`src/rtl/core/dfsf_adj_ram.sv`:
```
// ----------------------------------------------------------------------------
// dfsf_adj_ram
// Adjacency row memory with one valid bit per row; an invalid row reads as
// zero, so a clear resets only the valid bits and does not rewrite the rows.
// ----------------------------------------------------------------------------
module dfsf_adj_ram #(
    parameter int NV = 64
) (
    input  logic                  aclk,
    input  logic                  aresetn,
    input  logic                  clear,
    input  logic                  wr_en,
    input  logic [$clog2(NV)-1:0] wr_addr,
    input  logic [NV-1:0]         wr_row,
    input  logic [$clog2(NV)-1:0] rd_addr,
    output logic [NV-1:0]         rd_row
);

    logic [NV-1:0] mem [NV];
    logic [NV-1:0] row_ok_reg;
    logic [NV-1:0] rd_data_reg;
    logic          rd_ok_reg;

    always_ff @(posedge aclk) begin
        if (wr_en) begin
            mem[wr_addr] <= wr_row;
        end
        rd_data_reg <= mem[rd_addr];
    end

    always_ff @(posedge aclk) begin
        if (!aresetn) begin
            row_ok_reg <= '0;
            rd_ok_reg  <= 1'b0;
        end else begin
            rd_ok_reg <= row_ok_reg[rd_addr];
            if (clear) begin
                row_ok_reg <= '0;
            end else if (wr_en) begin
                row_ok_reg[wr_addr] <= 1'b1;
            end
        end
    end

    assign rd_row = rd_ok_reg ? rd_data_reg : '0;

endmodule

```
`config.mk`:
```
export PLATFORM = sky130hd
export DESIGN_NAME = dfsf_adj_ram
export DESIGN_NICKNAME = d
export VERILOG_FILES = /design/src/rtl/core/dfsf_adj_ram.sv
export SDC_FILE = /design/constraint.sdc
export NUM_CORES = 2
export LEC_CHECK = 0
export BUFFER_PORTS_ARGS = -buffer_cell sky130_fd_sc_hd__buf_2
export CORE_MARGIN = 2
export CORE_UTILIZATION = 40
export DETAILED_ROUTE_END_ITERATION = 8
export GPL_ROUTABILITY_DRIVEN = 0
export PLACE_DENSITY_LB_ADDON = 0.05
export SLEW_MARGIN = 15
export SYNTH_ARGS = -nofsm -noshare
export SYNTH_HDL_FRONTEND = slang
export SYNTH_SLANG_ARGS = --single-unit
```
`constraint.sdc`:
```
create_clock -name aclk -period 13.7 [get_ports aclk]
set_clock_uncertainty 0.1 [all_clocks]
set_input_delay 3.425 -clock aclk [delete_from_list [all_inputs] [get_ports aclk]]
set_output_delay 3.425 -clock aclk [all_outputs]
set_load 0.02 [all_outputs]
```
==> out/results.md <==
Detailed routing
- 488.9 mm — total wire length after detailed routing
- 38.43 µm — routed wirelength normalized by instance count
- 75.54k — total number of vias
- 5.936 — number of vias per cell
- 8 — length of the first detailed-routing pass in iterations
- 8,736 — Starting DRT DRC Count
- 0 — Antenna Nets Post-Route
- 0 — DRC violations left

Yosys
- 38 — number of distinct standard cells referenced by the synthesized netlist
- 0% — share of synthesized flip-flops with an asynchronous set or reset
- 0 — number of warnings printed during yosys synthesis
- 6,678 — synthesized net count
- 78.78% — share of synthesized area occupied by flip-flops and latches
- 159,400 µm² — Mapped Area
- sky130_fd_sc_hd__edfxtp_1 — biggest area consumer among synthesized cells
- 4,225 — #FFs+latches synth
- sky130_fd_sc_hd__edfxtp_1 — Primary FF master, synth
- sky130_fd_sc_hd__edfxtp_1 (77%), sky130_fd_sc_hd__mux4_2 (16%), sky130_fd_sc_hd__dfxtp_1 (1.6%), sky130_fd_sc_hd__mux2i_1 (1.4%), sky130_fd_sc_hd__o22ai_1 (0.43%) — most area-consuming cells after synthesis
- 4,096 — count of flip-flops with a built-in enable after synthesis
- 6,598 — instance count of the mapped netlist
- 77.16% — area share of the leading cell type in the synthesized netlist
- 24.16 µm² — synthesized area per cell

Global route
- 54 — antenna violations before repair
- 115 — maximum number of pins on one net before global-route repair
- 666.6 mm — global-route wire length before repair
- 0 — final global-route overflow total
- 77.22k — number of global-route vias before repair
- 24.01% — overall global routing resource usage

Worst hold path
- row_ok_reg[44]$_SDFFE_PP0P_ — terminating pin of the worst hold path
- row_ok_reg[44]$_SDFFE_PP0P_ — critical hold path startpoint
- register to register — Hold/Removal Path Class
- 1 — depth of the worst hold-timing path

STA
- 0 — number of max-slew violations in the final report
- 149.7 MHz — Max Clock Freq
- 19.73% — relative slew slack
- 0 — Hold Violations, Final
- no — unrepaired setup endpoints after global routing
- 0.3575 ns — Hold Slack
- 0 ns — sum of negative setup slack
- 48.76% — final worst-path cycle share
- 0 — setup violators final
- 6.680 ns — Min Clock Period, post-route
- 1.204 ns — transition time of the tightest slew-check pin

Clock tree
- 0 — number of buffers added for setup after CTS
- 5 — number of levels in the clock H-tree
- 4 — maximum count of clock buffers along a single path
- 0.06 ns — clock-pin transition on the worst setup and hold timing paths
- 1.02 ns — clock insertion delay at the later pin of the skew report
- 453 — number of clock buffers inserted by TritonCTS
- 0 — total of cells resized after clock tree synthesis
- built — TritonCTS clock tree
- 4,225 — clock sink total
- sky130_fd_sc_hd__clkbuf_16 — master cell of the clock root buffer
- 0 — hold buffer count at CTS

Floorplan
- 231 — Row Count
- 635.3 µm — y dimension of the die
- 40.23% — initial standard-cell utilization of the core
- 144 — Ports
- 635.3 µm — horizontal die dimension
- 403,600 µm² — area of the die
- 396,300 µm² — core region area

Finish
- 4,096 — flip-flop count of the largest register, all copies and words added
- 30.43% — proportion of layout cells with a drive suffix above 1
- 7,144 — Final nets
- 14.48% — layout overhead on the synthesized area
- 32.82k — fill cell instance count of the final layout

Power
- 21,930 µW — Int Power
- 44.1% — relative contribution of the clock network to total power
- 0.05725 µW — Leakage
- 152.7 nW/µm² — Power Dens Cells
- 5933 µW — net switching power of the design
- 51.5% — part of the power in registers
- 4.4% — logic gate share of total power
- 21.29% — Sw Share
- 0.1181 mV — largest voltage drop on the vdd net

Worst setup path
- 11.31 ns — register-to-register setup slack
- 10.18 ns — Req. time, crit path
- mem[47][45]$_DFFE_PP_ — startpoint of the worst-slack reg-to-reg timing path
- rd_data_reg[45]$_DFF_P_ — worst flop-to-flop path endpoint
- register to output pin — Worst Path Class, Setup
- 3.16 ns — Arrival @ worst endpoint
- 4 — worst reg2reg path depth
- register — crit start category
- 43 — Crit Path Max Fanout
- output pin — critical path endpoint category

Placement
- 143 — number of port buffers
- 258.2 mm — post-detailed-placement half-perimeter wirelength

Job
- 0 — max capacitance violation total

Outcome
- finished clean — outcome

-- power groups by stage --
| stage | clock [µW] | sequential (µW) | combinational, µW |
|---|---|---|---|
| global placement | 0 | 14600 | 1230 |
| detailed placement | 0 | 14600 | 1240 |
| global route | 13000 | 14400 | 1300 |
| finish | 12300 | 14400 | 1220 |
| CTS | 12500 | 14400 | 1240 |
| floorplan | 0 | 14600 | 708 |
-- kinds of logic after synthesis --
group / Yosys count / synth area share, %
and+or+nand+nor: 188 / 0.6052
muxes: 1363 / 17.43
buffers and inverters: 370 / 1.139
AOI/OAI and AO/OA: 452 / 2.047
DFF: 4225 / 78.78
-- worst max path at each step --
stage,start,endpoint,cells after the start
after CTS,rd_ok_reg$_SDFF_PN0_,rd_row[0],3
after floorplan,wr_en,mem[40][0]$_DFFE_PP_,3
after detailed placement,rd_addr[0],rd_data_reg[54]$_DFF_P_,7
final,rd_ok_reg$_SDFF_PN0_,rd_row[0],3
after global placement,rd_addr[0],rd_data_reg[54]$_DFF_P_,7
after global routing,rd_addr[0],rd_data_reg[54]$_DFF_P_,7
-- placed cells by master (no fill, tap or decap), types with 89 or more instances in the layout --
cell type,netlist,layout
sky130_fd_sc_hd__dfxtp_1,129,128
sky130_fd_sc_hd__buf_4,49,234
sky130_fd_sc_hd__clkinv_1,0,101
sky130_fd_sc_hd__clkinv_2,0,104
sky130_fd_sc_hd__o22ai_1,109,109
sky130_fd_sc_hd__clkbuf_16,0,463
sky130_fd_sc_hd__edfxtp_1,4096,4096
sky130_fd_sc_hd__buf_2,97,119
sky130_fd_sc_hd__clkbuf_1,154,89
sky130_fd_sc_hd__mux4_2,1128,1128
sky130_fd_sc_hd__mux2i_1,216,216
-- metrics by stage --
stage | instance area [µm²] | cells | power (µW) | util (%) | setup slack [ns]
floorplan | 159400 | 6598 | 15280 | - | 4.769
global placement | 167300 | 11840 | 15860 | 42.23 | 5.875
detailed placement | 167300 | 11840 | 15880 | 42.23 | 5.891
CTS | 182200 | 12700 | 28140 | 45.98 | 6.764
global route | 182400 | 12710 | 28670 | 46.04 | 6.730
finish | 182500 | 12720 | 27860 | 46.05 | 7.020
-- critical path: stages (launching register included) --
cell and delay [ns]:
sky130_fd_sc_hd__dfxtp_4 0.74, sky130_fd_sc_hd__buf_4 0.57, sky130_fd_sc_hd__and2_1 0.46, sky130_fd_sc_hd__buf_2 0.24
-- area by class of cell --
type / count / area, µm² / area share, %
sequential: 4225 / 125600 / 68.82
multi-input combinational: 2003 / 32560 / 17.84
clock buffer: 565 / 12100 / 6.630
tap: 5242 / 6559 / 3.594
timing repair buffer: 377 / 2833 / 1.552
clock inverter: 289 / 2779 / 1.523
antenna: 19 / 47.55 / 0.02606
inverter: 4 / 15.01 / 0.008228
-- synth_stat cells, drive strengths merged (6+ instances only) --
cell type	number
o22ai	109
a221oi	41
a211o	45
nor2b	9
nor2	67
a22oi	22
nand2b	6
dfxtp	129
o21ai	21
nand2	19
and2	69
edfxtp	4096
o21a	64
mux2i	216
clkbuf	155
a22o	38
buf	211
mux4	1128
a21oi	63
o22a	44
mux2	19
-- metal layers --
metal	GRT usage (%)	vias up	share of wire, %
met5	0	-	0.0074
met4	4.338	6	1.8
met3	3.220	568	5.8
met2	40.25	2563	50
met1	34.04	42820	43
li1	-	29580	-
Power figures use the tool's default switching activity.
