===== config.mk =====
export PLATFORM = sky130hd
export DESIGN_NAME = dfsf_pri_enc
export DESIGN_NICKNAME = d
export VERILOG_FILES = /design/src/rtl/core/dfsf_pri_enc.sv
export SDC_FILE = /design/constraint.sdc
export NUM_CORES = 1
export LEC_CHECK = 0
export ABC_AREA = 1
export BUFFER_PORTS_ARGS = -buffer_cell sky130_fd_sc_hd__buf_2
export CAP_MARGIN = 20
export CORE_UTILIZATION = 43
export DETAILED_ROUTE_END_ITERATION = 7
export PLACE_DENSITY = 0.86
export SYNTH_ARGS = -nofsm -noshare
export SYNTH_HDL_FRONTEND = slang
export SYNTH_SLANG_ARGS = --single-unit

===== constraint.sdc =====
create_clock -name vclk -period 4.4
set_input_delay 0.44 -clock vclk [all_inputs]
set_output_delay 0.44 -clock vclk [all_outputs]
set_load 0.005 [all_outputs]

===== src/rtl/core/dfsf_pri_enc.sv =====
// ----------------------------------------------------------------------------
// dfsf_pri_enc
// Lowest-set-bit finder shared by the root scan and the neighbor scan.
// ----------------------------------------------------------------------------
module dfsf_pri_enc #(
    parameter int W = 64
) (
    input  logic [W-1:0]         req,
    output logic                 found,
    output logic [$clog2(W)-1:0] idx
);

    localparam int IW = $clog2(W);

    always_comb begin
        found = |req;
        idx   = '0;
        for (int i = W - 1; i >= 0; i--) begin
            if (req[i]) begin
                idx = IW'(i);
            end
        end
    end

endmodule


==> reports/metrics.csv, run 1 <==
metric;value;unit
status;finished clean;
fin_setup_tns;0;ns
synth_area_per_cell;4.36;µm²
grt_setup_unrepaired;true;
timing.critical_path.fanout_max;2;
seq_area_frac_synth;0;%
io-pin-count;71;
place_congestion;0.706;
share_of_post_route_cells_with_drive_strength_above_1;26.8;%
core.rowCount;17;
post-dp-hpwl;2060;µm
synthMostInstantiatedCell;nand2_1;
die_h;50.8;µm
timing.critical_path.required;3.96;ns
final_core_util;63.4;%
syn_to_final_growth;38.1;%
total_leakage_power;0.999;nW
power-per-cell-area;68.4;nW/µm²
period_share;90.8;%
final_antenna_net_count;0;
max-slew-margin-rel;70.1;%
setup_violations;0;
drt-pass1-iter-count;4;
crit_slowest_cell;buf_2;
synth_cell_types;16;
floorplan.die.width;50.8;µm
route.detailed.vias_per_inst;4.13;
syn_area;1020;µm²
grt_pass1_vias;1183;
timing_max_transition_violations_final;0;
number_of_antenna_violations_at_the_first_check_in_global_routing;0;
io_buffer_count;71;
hold_class;primary input to output pin;
seq_cells;0;
worst-endpoint-arrival;3.56;ns
critical_path.endpoint_type;output pin;
timing.setup.critical_path_class;primary input to output pin;
grt_start_max_net_pins;4;
ys_top_cells_by_count;100 x nand2_1, 59 x inv_1, 44 x nor2_1, 7 x bufinv_8, 6 x nand3_1;
area.sequential;0;µm²
globalRouteTotalUtil;18.3;%
fin_nets;372;
report.power.total;0.0968;mW
critical-path-max-stage-delay;0.11;ns
synth_fp_nets;299;
top_cell_by_count_worst_path;nand2_1;
grt_first_pass_wirelength;4000;µm
finalHoldViolCount;0;
netlist_top_cells_area;nand2_1 37%, inv_1 22%, nor2_1 16%;
layout.cells.non_filler;334;
yosys.area.top_type;nand2_1;
syn_inst;235;
highest_clock_rate;250;MHz
initial_utilization;45.9;%
drc;0;
drtIter0Drc;9;
irDropWorstVdd;0.0000403;V
grt_overflow;0;
dieArea;2580;µm²
post_drt_wl_per_cell;6.51;µm
fin_crit;4.00;ns
core_area;2230;µm²
critical_path.n_buffers_inverters;3;
n_clock_buffer;0;
cp-start-kind;primary input;
tightest_slew;0.444;ns
route.final.wire_length;2180;µm
cts_post_setup_buffers_inserted;0;
max_cap_viol_count;0;
diodes;0;
fillerInstances;257;
timing.critical_path.max_delay_family;simple AND/OR/NAND/NOR gates;
post-synth-top-area-fraction;36.6;%
yosysWarnings;0;
vias;1379;
dpl.cell_count;334;
-- path summary, 6_finish.rpt --
path	startpoint	to	slack [ns]	cells after the start
max	req[62]	idx[0]	0.40	65
min	req[0]	idx[0]	1.13	3
-- what timing repair did --
item / CTS / global route
endpoints found under the setup margin: 0 / 1
hold buffers: 0 / 0
resized for setup: 0 / 0
-- final cells by class --
class,count,area [µm²],share of cell area (%)
inverters,69,355,25.1
repair buffers,71,355,25.1
multi-input cells,166,669,47.3
well taps,28,35.0,2.48
-- cells by family after synthesis --
logic type,after synthesis,synth area share [%]
AOI/OAI and AO/OA,12,7.45
and+or+nand+nor,154,57.9
buffers and inverters,69,34.7
-- worst min-delay path, cell delays in order --
cell and delay, ns:
buf_2 0.11, a21oi_2 0.03, buf_2 0.11
-- per-layer routing --
layer	global-route usage (%)	vias up	wire length, µm
met1	21.6	536	1010
met2	37.8	33	1070
met3	0.595	0	96
met5	0	-	0
met4	0.463	0	0
li1	-	810	-
-- metrics by stage --
step / setup slack (ns) / instance area (µm²) / hold WS, ns
2_1_floorplan: 0.824 / 1020 / 0.898
3_3_place_gp: 0.394 / 1420 / 1.13
3_5_place_dp: 0.368 / 1420 / 1.13
4_1_cts: 0.352 / 1420 / 1.13
5_1_grt: -0.290 / 1420 / 1.16
6_report: 0.403 / 1420 / 1.13
-- cells in the final DEF (no fill, tap or decap), drive strengths merged --
master,synthesis,layout
a31oi,1,1
a211oi,1,1
a21oi,5,5
nand3,6,6
inv,62,62
a311oi,1,1
buf,0,71
bufinv,7,7
nand2,100,100
o31ai,1,1
nor3,2,2
nor4,2,2
nor2,44,44
o21ai,2,2
o21bai,1,1
-- where the power goes --
part | switching (mW) | total (mW) | leakage (nW) | internal (mW)
registers | 0 | 0 | 0 | 0
logic | 0.0449 | 0.0968 | 0.999 | 0.0519
clock network | 0 | 0 | 0 | 0
(Power assumes the default switching activity.)
==> inputs of run 2 (changes only) <==
--- a/config.mk
+++ b/config.mk
@@ -11,6 +11,7 @@
 export CORE_UTILIZATION = 43
 export DETAILED_ROUTE_END_ITERATION = 7
 export PLACE_DENSITY = 0.86
+export RECOVER_POWER = 50
 export SYNTH_ARGS = -nofsm -noshare
 export SYNTH_HDL_FRONTEND = slang
 export SYNTH_SLANG_ARGS = --single-unit
==> reports/metrics.csv, run 2 (synthesized netlist as in run 1, its figures left out) <==
metric;value;unit
status;finished clean;
core.rowCount;17;
highest_clock_rate;250;MHz
max_cap_viol_count;0;
finalHoldViolCount;0;
timing.critical_path.from;req[62];
total_leakage_power;0.986;nW
timing.critical_path.fanout_max;2;
hold_class;primary input to output pin;
share_of_post_route_cells_with_drive_strength_above_1;25.8;%
initial_utilization;45.9;%
number_of_antenna_violations_at_the_first_check_in_global_routing;0;
grt_setup_unrepaired;true;
tightest_slew;0.444;ns
power-per-cell-area;68.6;nW/µm²
critical_path.endpoint_type;output pin;
post_drt_wl_per_cell;6.51;µm
core_area;2230;µm²
route.final.wire_length;2170;µm
dieArea;2580;µm²
grt_start_max_net_pins;4;
diodes;0;
grt_first_pass_wirelength;4000;µm
fillerInstances;260;
layout.cells.non_filler;334;
p_int;0.0519;mW
final_antenna_net_count;0;
timing.critical_path.required;3.96;ns
power.clock.fraction;0;%
finish.instance_area;1410;µm²
ctsResizeCount;0;
setup_violations;0;
cts_post_setup_buffers_inserted;0;
place_congestion;0.706;
period_share;90.8;%
n_clock_buffer;0;
route.detailed.vias_per_inst;4.13;
min-delay-start;req[0];
leading_cell_type_in_the_layout_fill_and_taps_excluded;nand2_1;
irDropWorstVdd;0.0000403;V
io_buffer_count;71;
timing.setup.critical_path_class;primary input to output pin;
grt_overflow;0;
switching_share;46.4;%
final_cell_mix;100 x nand2_1, 68 x buf_2, 59 x inv_1;
dpl.cell_count;334;
top_cell_by_count_worst_path;nand2_1;
cts.hold.buffers_added;0;
die_h;50.8;µm
io-pin-count;71;
fin_nets;372;
cp-start-kind;primary input;
share_comb_of_total_power;100.0;%
critical-path-max-stage-delay;0.11;ns
vias;1379;
power_frac_seq;0;%
drc;0;
drtIter0Drc;9;
postPlaceCellArea;1420;µm²
final.hold.worst_slack;1.13;ns
syn_to_final_growth;37.7;%
crit_slowest_cell;buf_2;
floorplan.die.width;50.8;µm
fin_crit;4.00;ns
worst-endpoint-arrival;3.56;ns
grt_pass1_vias;1183;
globalRouteTotalUtil;18.3;%
max-slew-margin-rel;70.1;%
seq_cells;0;
switchingPower;0.0449;mW
post-dp-hpwl;2060;µm
area.sequential;0;µm²
timing_max_transition_violations_final;0;
drt-pass1-iter-count;4;
-- run 2: cell types whose count changed in the layout (fill, tap and decap cells not counted) --
| cell | previous run | this run |
|---|---|---|
| buf_2 | 71 | 68 |
| clkbuf_1 | 0 | 3 |
-- run 2: final timing paths --
check / depth (start not counted) / slack (ns) / end
worst max-delay path: 65 / 0.40 / idx[0]
worst min-delay path: 3 / 1.13 / idx[0]
-- run 2: metrics by stage --
step | setup slack (ns) | power, mW | util (%) | setup TNS, ns
2_1_floorplan | 0.824 | 0.0555 | - | 0
3_3_place_gp | 0.394 | 0.0958 | 63.4 | 0
3_5_place_dp | 0.368 | 0.0974 | 63.4 | 0
4_1_cts | 0.352 | 0.0978 | 63.4 | 0
5_1_grt | -0.290 | 0.113 | 63.2 | -0.290
6_report | 0.403 | 0.0968 | 63.2 | 0
-- run 2: per-layer routing --
| layer | GRT usage, % | part of all wire, % |
|---|---|---|
| met3 | 0.595 | 4.0 |
| met1 | 21.6 | 47 |
| met2 | 37.8 | 49 |
| met5 | 0 | 0 |
| met4 | 0.463 | 0 |
-- run 2: cell type report --
cell class | instances | area, µm² | share of cell area (%)
Inverter | 69 | 355 | 25.2
Multi-Input combinational cell | 166 | 669 | 47.4
Timing Repair Buffer | 71 | 352 | 24.9
Tap cell | 28 | 35.0 | 2.48
-- run 2: power groups by stage --
stage,clock network (mW),logic [mW],registers (mW)
4_1_cts,0,0.0978,0
3_5_place_dp,0,0.0974,0
5_1_grt,0,0.113,0
3_3_place_gp,0,0.0958,0
2_1_floorplan,0,0.0555,0
6_report,0,0.0968,0
-- run 2: critical path: cells and delay by family --
| family | cells | cell delay [ns] |
|---|---|---|
| compound gates | 1 | 0.10 |
| buf+inv | 3 | 0.25 |
| simple gates | 61 | 2.80 |
